===== config.mk =====
export PLATFORM = sky130hd
export DESIGN_NAME = camera_byte_to_rgb_hsv_pixel
export DESIGN_NICKNAME = d
export VERILOG_FILES = /design/src/rtl/cbrh_pkg.sv /design/src/rtl/cbrh_div.sv /design/src/rtl/cbrh_dp.sv /design/src/rtl/cbrh_ctrl.sv /design/src/rtl/camera_byte_to_rgb_hsv_pixel.sv
export VERILOG_INCLUDE_DIRS = /design/src /design/src/rtl
export SDC_FILE = /design/constraint.sdc
export NUM_CORES = 1
export LEC_CHECK = 0
export ABC_AREA = 1
export BUFFER_PORTS_ARGS = -buffer_cell sky130_fd_sc_hd__buf_2
export CELL_PAD_IN_SITES_DETAIL_PLACEMENT = 0
export CELL_PAD_IN_SITES_GLOBAL_PLACEMENT = 1
export CORE_ASPECT_RATIO = 2
export CORE_MARGIN = 4
export CORE_UTILIZATION = 52
export CTS_CLUSTER_DIAMETER = 30
export DETAILED_ROUTE_END_ITERATION = 8
export HOLD_SLACK_MARGIN = 0.08
export PLACE_DENSITY_LB_ADDON = 0.1
export SYNTH_ARGS = -nofsm -noshare
export SYNTH_HDL_FRONTEND = slang
export SYNTH_SLANG_ARGS = --single-unit

===== constraint.sdc =====
create_clock -name clk -period 7.5 [get_ports clk]
set_clock_uncertainty 0.05 [all_clocks]
set_input_delay 0.75 -clock clk [delete_from_list [all_inputs] [get_ports clk]]
set_output_delay 0.75 -clock clk [all_outputs]
set_load 0.05 [all_outputs]

===== src/rtl/camera_byte_to_rgb_hsv_pixel_assert.svh =====
// Assertion macros shared by the camera pixel block.
// Needs clk and rst in the scope of each use; no other dependencies.
`ifndef CAMERA_BYTE_TO_RGB_HSV_PIXEL_ASSERT_SVH
`define CAMERA_BYTE_TO_RGB_HSV_PIXEL_ASSERT_SVH

// Same-cycle implication, checked outside reset.
`define CBRH_ASSERT_NOW(label, ante, cons, msg) \
  label: assert property (@(posedge clk) disable iff (rst) (ante) |-> (cons)) \
    else $error(msg);

// Next-cycle implication, checked outside reset.
`define CBRH_ASSERT_NEXT(label, ante, cons, msg) \
  label: assert property (@(posedge clk) disable iff (rst) (ante) |=> (cons)) \
    else $error(msg);

`endif


===== src/rtl/cbrh_pkg.sv =====
// Shared types and constants for the camera pixel block.
// Used by the controller, datapath, divider and top level; no dependencies.
package cbrh_pkg;

  localparam int HUE_BITS_DEF = 12;
  localparam int HUE_OUT_W    = 12;
  localparam int CH_W         = 8;
  localparam int DEN_W        = 11;  // holds 6 * delta
  localparam int SAT_STEPS    = 8;
  localparam int CFG_IDX_W    = 1;

  localparam logic [CFG_IDX_W-1:0] REG_PIXEL_MODE = 1'd0;
  localparam logic [CFG_IDX_W-1:0] REG_HSV_ENABLE = 1'd1;

  localparam logic [CH_W-1:0] MASK_HI5 = 8'hF8;
  localparam logic [CH_W-1:0] MASK_LO3 = 8'h07;
  localparam logic [CH_W-1:0] MASK_HI3 = 8'hE0;
  localparam logic [CH_W-1:0] MASK_LO5 = 8'h1F;

  typedef enum logic [2:0] {
    S_IDLE,
    S_MAXMIN,
    S_PREP,
    S_SAT_LD,
    S_SAT,
    S_HUE,
    S_FINISH
  } state_t;

  typedef struct packed {
    logic take;
    logic maxmin;
    logic prep;
    logic zero_hsv;
    logic div_load;
    logic div_hue;
    logic cap_sat;
    logic cap_hue;
    logic out_load;
  } cmd_t;

  typedef struct packed {
    logic emit;
    logic hsv_on;
    logic delta_zero;
    logic div_done;
    logic out_free;
  } status_t;

endpackage


===== src/rtl/cbrh_div.sv =====
// Restoring divider, one quotient bit per cycle, with round-half-up flag.
// Depends on cbrh_pkg for the divisor width.
module cbrh_div #(
  parameter int QW = 12
) (
  input  logic                           clk,
  input  logic                           rst,
  input  logic                           load,
  input  logic [cbrh_pkg::DEN_W-1:0]     rem_init,
  input  logic [QW-1:0]                  dividend,
  input  logic [cbrh_pkg::DEN_W-1:0]     den,
  input  logic [$clog2(QW + 1)-1:0]      steps,
  output logic                           done,
  output logic [QW-1:0]                  quot,
  output logic                           round_up
);

  localparam int CW = $clog2(QW + 1);

  logic [cbrh_pkg::DEN_W-1:0] rem;
  logic [cbrh_pkg::DEN_W-1:0] rem_next;
  logic [cbrh_pkg::DEN_W-1:0] den_r;
  logic [QW-1:0]              dvd;
  logic [CW-1:0]              count;
  logic [cbrh_pkg::DEN_W:0]   rem2;
  logic [cbrh_pkg::DEN_W:0]   rem_sub;
  logic                       fits;

  always_comb begin
    rem2     = {rem, dvd[QW-1]};
    fits     = (rem2 >= {1'b0, den_r});
    rem_sub  = rem2 - {1'b0, den_r};
    rem_next = fits ? rem_sub[cbrh_pkg::DEN_W-1:0] : rem2[cbrh_pkg::DEN_W-1:0];
  end

  always_ff @(posedge clk) begin
    if (rst) begin
      count <= '0;
    end else if (load) begin
      count <= steps;
    end else if (count != '0) begin
      count <= count - 1'b1;
    end
  end

  always_ff @(posedge clk) begin
    if (load) begin
      rem   <= rem_init;
      dvd   <= dividend;
      quot  <= '0;
      den_r <= den;
    end else if (count != '0) begin
      rem  <= rem_next;
      dvd  <= dvd << 1;
      quot <= {quot[QW-2:0], fits};
    end
  end

  assign done     = (count == '0);
  // twice the remainder at or past the divisor: round the quotient up
  assign round_up = ({rem, 1'b0} >= {1'b0, den_r});

endmodule


===== src/rtl/cbrh_dp.sv =====
// Datapath: config registers, byte pairing, channel unpack, HSV arithmetic
// and output register. Depends on cbrh_pkg, cbrh_div and the assert header.
`include "camera_byte_to_rgb_hsv_pixel_assert.svh"

module cbrh_dp #(
  parameter int HUE_BITS = cbrh_pkg::HUE_BITS_DEF
) (
  input  logic                              clk,
  input  logic                              rst,
  input  logic                              cfg_write,
  input  logic [cbrh_pkg::CFG_IDX_W-1:0]    cfg_index,
  input  logic                              cfg_data,
  input  logic [cbrh_pkg::CH_W-1:0]         raw_byte,
  input  logic                              frame_start,
  output logic [cbrh_pkg::HUE_OUT_W-1:0]    red_or_hue,
  output logic [cbrh_pkg::CH_W-1:0]         green_or_saturation,
  output logic [cbrh_pkg::CH_W-1:0]         blue_or_value,
  output logic                              pixel_valid,
  input  logic                              pixel_stall,
  input  cbrh_pkg::cmd_t                    cmd,
  output cbrh_pkg::status_t                 st
);

  localparam int QW = (HUE_BITS > cbrh_pkg::SAT_STEPS) ? HUE_BITS : cbrh_pkg::SAT_STEPS;
  localparam int CW = $clog2(QW + 1);
  localparam int CH = cbrh_pkg::CH_W;
  localparam int DW = cbrh_pkg::DEN_W;
  localparam int OW = cbrh_pkg::HUE_OUT_W;

  logic          pixel_mode;
  logic          hsv_enable;
  logic          byte_pending;
  logic [CH-1:0] held_byte;
  logic [CH-1:0] red, green, blue;
  logic [CH-1:0] mx, mn, delta;
  logic [DW-1:0] num, den6;
  logic [CH-1:0] sat;
  logic [OW-1:0] hue;

  logic [CH-1:0]       delta_c;
  logic [DW-1:0]       den6_c;
  logic signed [11:0]  n_raw, n_fold;
  logic [15:0]         sat_n;
  logic [DW-1:0]       div_rem_init, div_den;
  logic [QW-1:0]       div_dividend, quot;
  logic [CW-1:0]       div_steps;
  logic                div_done, round_up;
  logic [CH:0]         sat_sum;
  logic [HUE_BITS-1:0] hue_sum;
  logic [OW-1:0]       hue_out;
  logic                out_free;

  // configuration writes
  always_ff @(posedge clk) begin
    if (rst) begin
      pixel_mode <= 1'b0;
      hsv_enable <= 1'b0;
    end else if (cfg_write) begin
      unique case (cfg_index)
        cbrh_pkg::REG_PIXEL_MODE: pixel_mode <= cfg_data;
        cbrh_pkg::REG_HSV_ENABLE: hsv_enable <= cfg_data;
      endcase
    end
  end

  // byte pairing
  always_ff @(posedge clk) begin
    if (rst) begin
      byte_pending <= 1'b0;
    end else if (cmd.take) begin
      if (!pixel_mode) begin
        byte_pending <= 1'b0;
      end else if (frame_start || !byte_pending) begin
        byte_pending <= 1'b1;
      end else begin
        byte_pending <= 1'b0;
      end
    end
  end

  always_ff @(posedge clk) begin
    if (cmd.take) begin
      if (!pixel_mode) begin
        red   <= raw_byte;
        green <= raw_byte;
        blue  <= raw_byte;
      end else if (frame_start || !byte_pending) begin
        held_byte <= raw_byte;
      end else begin
        red   <= held_byte & cbrh_pkg::MASK_HI5;
        green <= ((held_byte & cbrh_pkg::MASK_LO3) << 5) |
                 ((raw_byte & cbrh_pkg::MASK_HI3) >> 3);
        blue  <= (raw_byte & cbrh_pkg::MASK_LO5) << 3;
      end
    end
  end

  // hue numerator by sector, red winning ties, then green
  always_comb begin
    delta_c = mx - mn;
    den6_c  = DW'({delta_c, 2'b00}) + DW'({delta_c, 1'b0});
    if (red == mx) begin
      n_raw = $signed({4'b0, green}) - $signed({4'b0, blue});
    end else if (green == mx) begin
      n_raw = $signed({4'b0, blue}) - $signed({4'b0, red}) +
              $signed({3'b0, delta_c, 1'b0});
    end else begin
      n_raw = $signed({4'b0, red}) - $signed({4'b0, green}) +
              $signed({2'b0, delta_c, 2'b00});
    end
    n_fold = n_raw[11] ? (n_raw + $signed({1'b0, den6_c})) : n_raw;
  end

  always_ff @(posedge clk) begin
    if (cmd.maxmin) begin
      mx <= (red >= green) ? ((red >= blue) ? red : blue)
                           : ((green >= blue) ? green : blue);
      mn <= (red <= green) ? ((red <= blue) ? red : blue)
                           : ((green <= blue) ? green : blue);
    end
    if (cmd.prep) begin
      delta <= delta_c;
      den6  <= den6_c;
      num   <= n_fold[DW-1:0];
    end
  end

  // delta * 255; the top byte is already below max, so eight steps remain
  assign sat_n = {delta, 8'b0} - {8'b0, delta};

  always_comb begin
    if (cmd.div_hue) begin
      div_rem_init = num;
      div_dividend = '0;
      div_den      = den6;
      div_steps    = CW'(HUE_BITS);
    end else begin
      div_rem_init = DW'(sat_n[15:8]);
      div_dividend = QW'(sat_n[7:0]) << (QW - cbrh_pkg::SAT_STEPS);
      div_den      = DW'(mx);
      div_steps    = CW'(cbrh_pkg::SAT_STEPS);
    end
  end

  cbrh_div #(
    .QW (QW)
  ) u_div (
    .clk      (clk),
    .rst      (rst),
    .load     (cmd.div_load),
    .rem_init (div_rem_init),
    .dividend (div_dividend),
    .den      (div_den),
    .steps    (div_steps),
    .done     (div_done),
    .quot     (quot),
    .round_up (round_up)
  );

  assign sat_sum = {1'b0, quot[CH-1:0]} + (CH + 1)'(round_up);
  // a rounded full turn wraps to zero
  assign hue_sum = quot[HUE_BITS-1:0] + HUE_BITS'(round_up);

  generate
    if (HUE_BITS >= OW) begin : g_hue_trim
      assign hue_out = hue_sum[OW-1:0];
    end else begin : g_hue_ext
      assign hue_out = {{(OW - HUE_BITS){1'b0}}, hue_sum};
    end
  endgenerate

  always_ff @(posedge clk) begin
    if (cmd.zero_hsv) begin
      sat <= '0;
      hue <= '0;
    end
    if (cmd.cap_sat) begin
      sat <= sat_sum[CH-1:0];
    end
    if (cmd.cap_hue) begin
      hue <= hue_out;
    end
  end

  // output register
  assign out_free = !pixel_valid || !pixel_stall;

  always_ff @(posedge clk) begin
    if (rst) begin
      pixel_valid <= 1'b0;
    end else if (cmd.out_load) begin
      pixel_valid <= 1'b1;
    end else if (!pixel_stall) begin
      pixel_valid <= 1'b0;
    end
  end

  always_ff @(posedge clk) begin
    if (cmd.out_load) begin
      if (hsv_enable) begin
        red_or_hue          <= hue;
        green_or_saturation <= sat;
        blue_or_value       <= mx;
      end else begin
        red_or_hue          <= OW'(red);
        green_or_saturation <= green;
        blue_or_value       <= blue;
      end
    end
  end

  always_comb begin
    st.emit       = !pixel_mode || (!frame_start && byte_pending);
    st.hsv_on     = hsv_enable;
    st.delta_zero = (mx == mn);
    st.div_done   = div_done;
    st.out_free   = out_free;
  end

  `CBRH_ASSERT_NOW(a_sat_nonzero_div, cmd.div_load && !cmd.div_hue, mx != '0, "saturation divide by zero")
  `CBRH_ASSERT_NOW(a_hue_num_range, cmd.div_load && cmd.div_hue, num < den6, "hue numerator not below 6*delta")
  `CBRH_ASSERT_NOW(a_sat_range, cmd.cap_sat, !sat_sum[CH], "saturation quotient overflow")

endmodule


===== src/rtl/cbrh_ctrl.sv =====
// Controller: sequences byte intake, HSV steps, divider runs and output load.
// Depends on cbrh_pkg and the assert header.
`include "camera_byte_to_rgb_hsv_pixel_assert.svh"

module cbrh_ctrl (
  input  logic              clk,
  input  logic              rst,
  input  logic              byte_valid,
  output logic              byte_stall,
  input  cbrh_pkg::status_t st,
  output cbrh_pkg::cmd_t    cmd
);

  cbrh_pkg::state_t state, state_next;

  always_ff @(posedge clk) begin
    if (rst) begin
      state <= cbrh_pkg::S_IDLE;
    end else begin
      state <= state_next;
    end
  end

  always_comb begin
    state_next = state;
    cmd        = '0;
    byte_stall = 1'b1;
    unique case (state)
      cbrh_pkg::S_IDLE: begin
        byte_stall = 1'b0;
        if (byte_valid) begin
          cmd.take = 1'b1;
          if (st.emit) begin
            state_next = st.hsv_on ? cbrh_pkg::S_MAXMIN : cbrh_pkg::S_FINISH;
          end
        end
      end
      cbrh_pkg::S_MAXMIN: begin
        cmd.maxmin = 1'b1;
        state_next = cbrh_pkg::S_PREP;
      end
      cbrh_pkg::S_PREP: begin
        cmd.prep = 1'b1;
        // grey pixel: hue and saturation are both zero
        if (st.delta_zero) begin
          cmd.zero_hsv = 1'b1;
          state_next   = cbrh_pkg::S_FINISH;
        end else begin
          state_next = cbrh_pkg::S_SAT_LD;
        end
      end
      cbrh_pkg::S_SAT_LD: begin
        cmd.div_load = 1'b1;
        state_next   = cbrh_pkg::S_SAT;
      end
      cbrh_pkg::S_SAT: begin
        if (st.div_done) begin
          cmd.cap_sat  = 1'b1;
          cmd.div_load = 1'b1;
          cmd.div_hue  = 1'b1;
          state_next   = cbrh_pkg::S_HUE;
        end
      end
      cbrh_pkg::S_HUE: begin
        if (st.div_done) begin
          cmd.cap_hue = 1'b1;
          state_next  = cbrh_pkg::S_FINISH;
        end
      end
      cbrh_pkg::S_FINISH: begin
        if (st.out_free) begin
          cmd.out_load = 1'b1;
          state_next   = cbrh_pkg::S_IDLE;
        end
      end
      default: state_next = cbrh_pkg::S_IDLE;
    endcase
  end

  `CBRH_ASSERT_NEXT(a_skip_idle, cmd.take && !st.emit, state == cbrh_pkg::S_IDLE, "held byte left idle")
  `CBRH_ASSERT_NOW(a_div_nonzero, state == cbrh_pkg::S_SAT || state == cbrh_pkg::S_HUE, !st.delta_zero, "divider run on grey pixel")
  `CBRH_ASSERT_NEXT(a_hue_started, state == cbrh_pkg::S_SAT && st.div_done, !st.div_done, "hue divide not started")

endmodule


===== src/rtl/camera_byte_to_rgb_hsv_pixel.sv =====
// Top level of the camera byte to RGB/HSV pixel block.
// Depends on cbrh_pkg, cbrh_ctrl and cbrh_dp.

// Takes camera bytes one request at a time and returns one pixel per
// greyscale byte or per colour byte pair (RGB565 unpacked to 8-bit channels),
// optionally converted to HSV. One item is worked on at a time. A byte that
// only opens a pair is held and the block returns to idle; an RGB pixel
// skips the HSV steps; an HSV pixel runs through the shared bit-serial
// divider, first for saturation (8 steps) and then for hue (HUE_BITS
// steps); a grey HSV pixel skips the divider. The output register
// lets the next byte be taken while a pixel still waits downstream.
// Configuration writes are taken at any time but belong to idle periods.
module camera_byte_to_rgb_hsv_pixel #(
  parameter int HUE_BITS = cbrh_pkg::HUE_BITS_DEF
) (
  input  logic                              clk,
  input  logic                              rst,
  input  logic                              cfg_write,
  input  logic [cbrh_pkg::CFG_IDX_W-1:0]    cfg_index,
  input  logic                              cfg_data,
  input  logic                              byte_valid,
  output logic                              byte_stall,
  input  logic [cbrh_pkg::CH_W-1:0]         raw_byte,
  input  logic                              frame_start,
  output logic                              pixel_valid,
  input  logic                              pixel_stall,
  output logic [cbrh_pkg::HUE_OUT_W-1:0]    red_or_hue,
  output logic [cbrh_pkg::CH_W-1:0]         green_or_saturation,
  output logic [cbrh_pkg::CH_W-1:0]         blue_or_value
);

  cbrh_pkg::cmd_t    cmd;
  cbrh_pkg::status_t st;

  cbrh_ctrl u_ctrl (
    .clk        (clk),
    .rst        (rst),
    .byte_valid (byte_valid),
    .byte_stall (byte_stall),
    .st         (st),
    .cmd        (cmd)
  );

  cbrh_dp #(
    .HUE_BITS (HUE_BITS)
  ) u_dp (
    .clk                 (clk),
    .rst                 (rst),
    .cfg_write           (cfg_write),
    .cfg_index           (cfg_index),
    .cfg_data            (cfg_data),
    .raw_byte            (raw_byte),
    .frame_start         (frame_start),
    .red_or_hue          (red_or_hue),
    .green_or_saturation (green_or_saturation),
    .blue_or_value       (blue_or_value),
    .pixel_valid         (pixel_valid),
    .pixel_stall         (pixel_stall),
    .cmd                 (cmd),
    .st                  (st)
  );

endmodule

==> results.toml <==
[clock_tree]
clock-sinks = 171
hold_buffers = 0
path_clk_slew_ns = 0.07
cts_setup_buffers = 0
htreeDepth = 4
clock_latency_ns = 0.44
cts_tree = "done"
cts-root-buf = "clkbuf_16"
numCtsBuffers = 17
cts_buffer_depth = 2
cts_resized = 0

[die]
placeableCoreArea_mm2 = 0.0199
die_h_um = 209
ioPinCount = 46
rows = 73
die_area_mm2 = 0.0227
initial_utilization = 0.528
die_w_um = 109

[sta]
slew_viol_final = 0
relSlewSlack = 0.500
fin_tns_setup_ns = 0
fin_crit_ns = 5.04
max_slew.worst_pin.slew_ns = 0.744
rsz0062_at_grt = "false"
timing.final.crit_share = 0.673
hold_viol = 0
finalSetupViolations = 0
fmax_ghz = 0.198

[grt]
antenna_found_initial = 0
gr-total-overflow = 0
use_met2 = 0.465
use_met3 = 0.0386
grt_pass1_wl_um = 42500
grt_start_max_net_pins = 45
gr-usage-met1 = 0.256
busiest_layer = "met2"
grt_pass1_vias = 8211
grt.total_usage = 0.246

[yosys]
synth_area_mm2 = 0.0105
postSynthAreaPerCell_um2 = 8.69
ys_seq_elements = 171
synthFlopType = "edfxtp_1"
synthArstFlopShare = 0
synth_top_area_share = 0.423
netlist_instances = 1209
synth_cell_types = 51
yosysWarnings = 0
synth_top_cell_by_area = "edfxtp_1"
synth.area.top_cells = "edfxtp_1 42%, nand2_1 10%, ha_1 8.6%, inv_1 5.8%, dfxtp_1 4.4%"
synth_edf_count = 148
synth-seq-area-share = 0.467
syn_nets = 1303

[placed_design]
gp_congestion = 1.03
hpwl_um = 21400
port_buffers = 45

[layout]
multiInputGateArea_mm2 = 0.00486
n_antenna_cell = 0
area_delta_synth_final_pct = 10.3
layout.area.seq_mm2 = 0.00490
drive_gt1_frac = 0.105
n_fill_cell = 1875
utilization = 0.582
nNetsFinal = 1352

[critical_path]
slowest_delay_ns = 0.58
rr_endpoint = "u_dp.num[10]"
path_class = "reg -> reg"
cp_num_buf_inv = 6
critPathLaunchType = "register"
reg2reg_setup_slack_ns = 2.46
endpoint_kind = "register"
cp-endpoint = "u_dp.num[10]"
critical_path.top_delay_family = "adder cells"
worst_ep_arrival_time_ns = 5.19
reg2reg_depth = 31
path_max_fanout = 6
crit_required_ns = 7.65
critPathLaunch = "u_dp.mx[0]"
r2r-start = "u_dp.mx[0]"
cp.depth = 31
cp_common_cell = "nand2_1"
cp_slowest_cell = "xor2_1"

[drt]
drtIter0Drc = 360
postRouteAntennaNets = 0
avgRoutedWirePerCell_um = 17.4
vias = 8262
dr.pass1.iters = 5
via_per_inst = 5.39
finalWirelength_um = 26700
drc_errors = 0

[worst_hold_path]
min_path_type = "reg -> reg"

[outcome]
status = "finished clean"

[job]
maxCapViolCount = 0
-- routing by layer --
layer  up-vias  wire length, µm
met1      3832             9680
met5         -                0
met4         0             1240
met3        72              775
li1       4160                -
met2       198            15000
-- sequential cells by signal, summed over array words and instances, names as in the netlist, 3 cells and up --
name / count
u_dp.hue: 12
u_dp.red_or_hue: 12
u_dp.u_div.quot: 12
u_dp.u_div.den_r: 11
u_dp.u_div.rem: 11
u_dp.num: 10
u_dp.den6: 9
u_dp.blue_or_value: 8
u_dp.delta: 8
u_dp.green_or_saturation: 8
u_dp.held_byte: 8
u_dp.mn: 8
u_dp.mx: 8
u_dp.sat: 8
u_dp.u_div.dvd: 8
u_dp.blue: 7
u_dp.green: 7
u_dp.red: 5
u_dp.u_div.count: 4
u_ctrl.state: 3
-- worst register-to-register path, delay by kind of cell (launching register included) --
kind | cells | cell delay (ns)
compound gates | 4 | 0.47
xor+xnor | 1 | 0.58
flops | 1 | 0.37
simple gates | 15 | 1.31
fa+ha+maj | 5 | 1.59
buf+inv | 6 | 0.43
-- final cells by class --
class,count,share of cell area
timing repair buffer,55,0.0259
tap,262,0.0283
sequential,171,0.423
inverter,170,0.0550
multi-input combinational,843,0.419
clock inverter,15,0.0124
clock buffer,17,0.0367
-- logic make-up (layout without fill, tap and decap cells) --
| group | after synthesis | in the layout | share of synthesized area |
|---|---|---|---|
| and+or+nand+nor | 489 | 489 | 0.198 |
| adders and majority gates | 78 | 78 | 0.0971 |
| buffers and inverters | 195 | 257 | 0.0719 |
| xor gates and xnor gates | 53 | 53 | 0.0442 |
| DFF | 171 | 171 | 0.467 |
| AOI/OAI and AO/OA | 223 | 223 | 0.122 |
-- cells in the final DEF (no fill, tap or decap), types with 4 or more instances in the layout --
master and n:
clkbuf_16 17, xnor2_1 16, nand2_1 291, inv_2 6
a31oi_1 20, fa_1 6, o22ai_1 15, o211ai_1 8
xor2_1 37, nand2_2 10, nor3_1 10, or2_2 8
a21o_1 4, nor2_1 92, buf_2 45, inv_1 162
nand2_4 4, ha_1 72, dfxtp_1 23, a22oi_1 4
nand3_1 47, o21ai_0 73, edfxtp_1 148, o21ai_1 4
a21oi_1 74, o21ai_2 6, buf_4 10, inv_6 4
nand4_1 7, inv_8 5
-- how the worst min path moves through the flow --
stage / depth (start not counted) / startpoint / slack, ns / end
final: 2 / u_dp.byte_pending / 0.42 / u_dp.byte_pending
after global routing: 1 / raw_byte[2] / 0.43 / u_dp.held_byte[2]
after CTS: 2 / u_dp.byte_pending / 0.42 / u_dp.byte_pending
after detailed placement: 2 / u_dp.byte_pending / 0.41 / u_dp.byte_pending
after global placement: 2 / u_dp.byte_pending / 0.42 / u_dp.byte_pending
after floorplan: 2 / u_dp.byte_pending / 0.39 / u_dp.byte_pending
-- synth_stat cells, types with 7 or more instances --
| cell | count |
|---|---|
| o211ai_1 | 8 |
| a21oi_1 | 75 |
| o21ai_0 | 73 |
| clkbuf_1 | 20 |
| or2_2 | 8 |
| inv_1 | 162 |
| nand3_1 | 47 |
| ha_1 | 72 |
| o22ai_1 | 15 |
| nand2_1 | 291 |
| dfxtp_1 | 23 |
| xor2_1 | 37 |
| nor2_1 | 93 |
| nor3_1 | 10 |
| xnor2_1 | 16 |
| nand2_2 | 10 |
| edfxtp_1 | 148 |
| nand4_1 | 7 |
| a31oi_1 | 20 |
-- through the flow --
stage	instances	cell area (µm²)	worst slack [ns]	hold WS (ns)
after global routing	1533	11600	1.98	0.432
after global placement	1501	11000	2.61	0.417
after floorplan	1209	10500	3.08	0.389
final	1533	11600	2.46	0.422
after detailed placement	1501	11000	2.49	0.412
after CTS	1533	11600	2.47	0.423
Power is left out: the tool's default activity adds up to more than one toggle a clock period on the data nets, which glitch-free logic cannot reach.
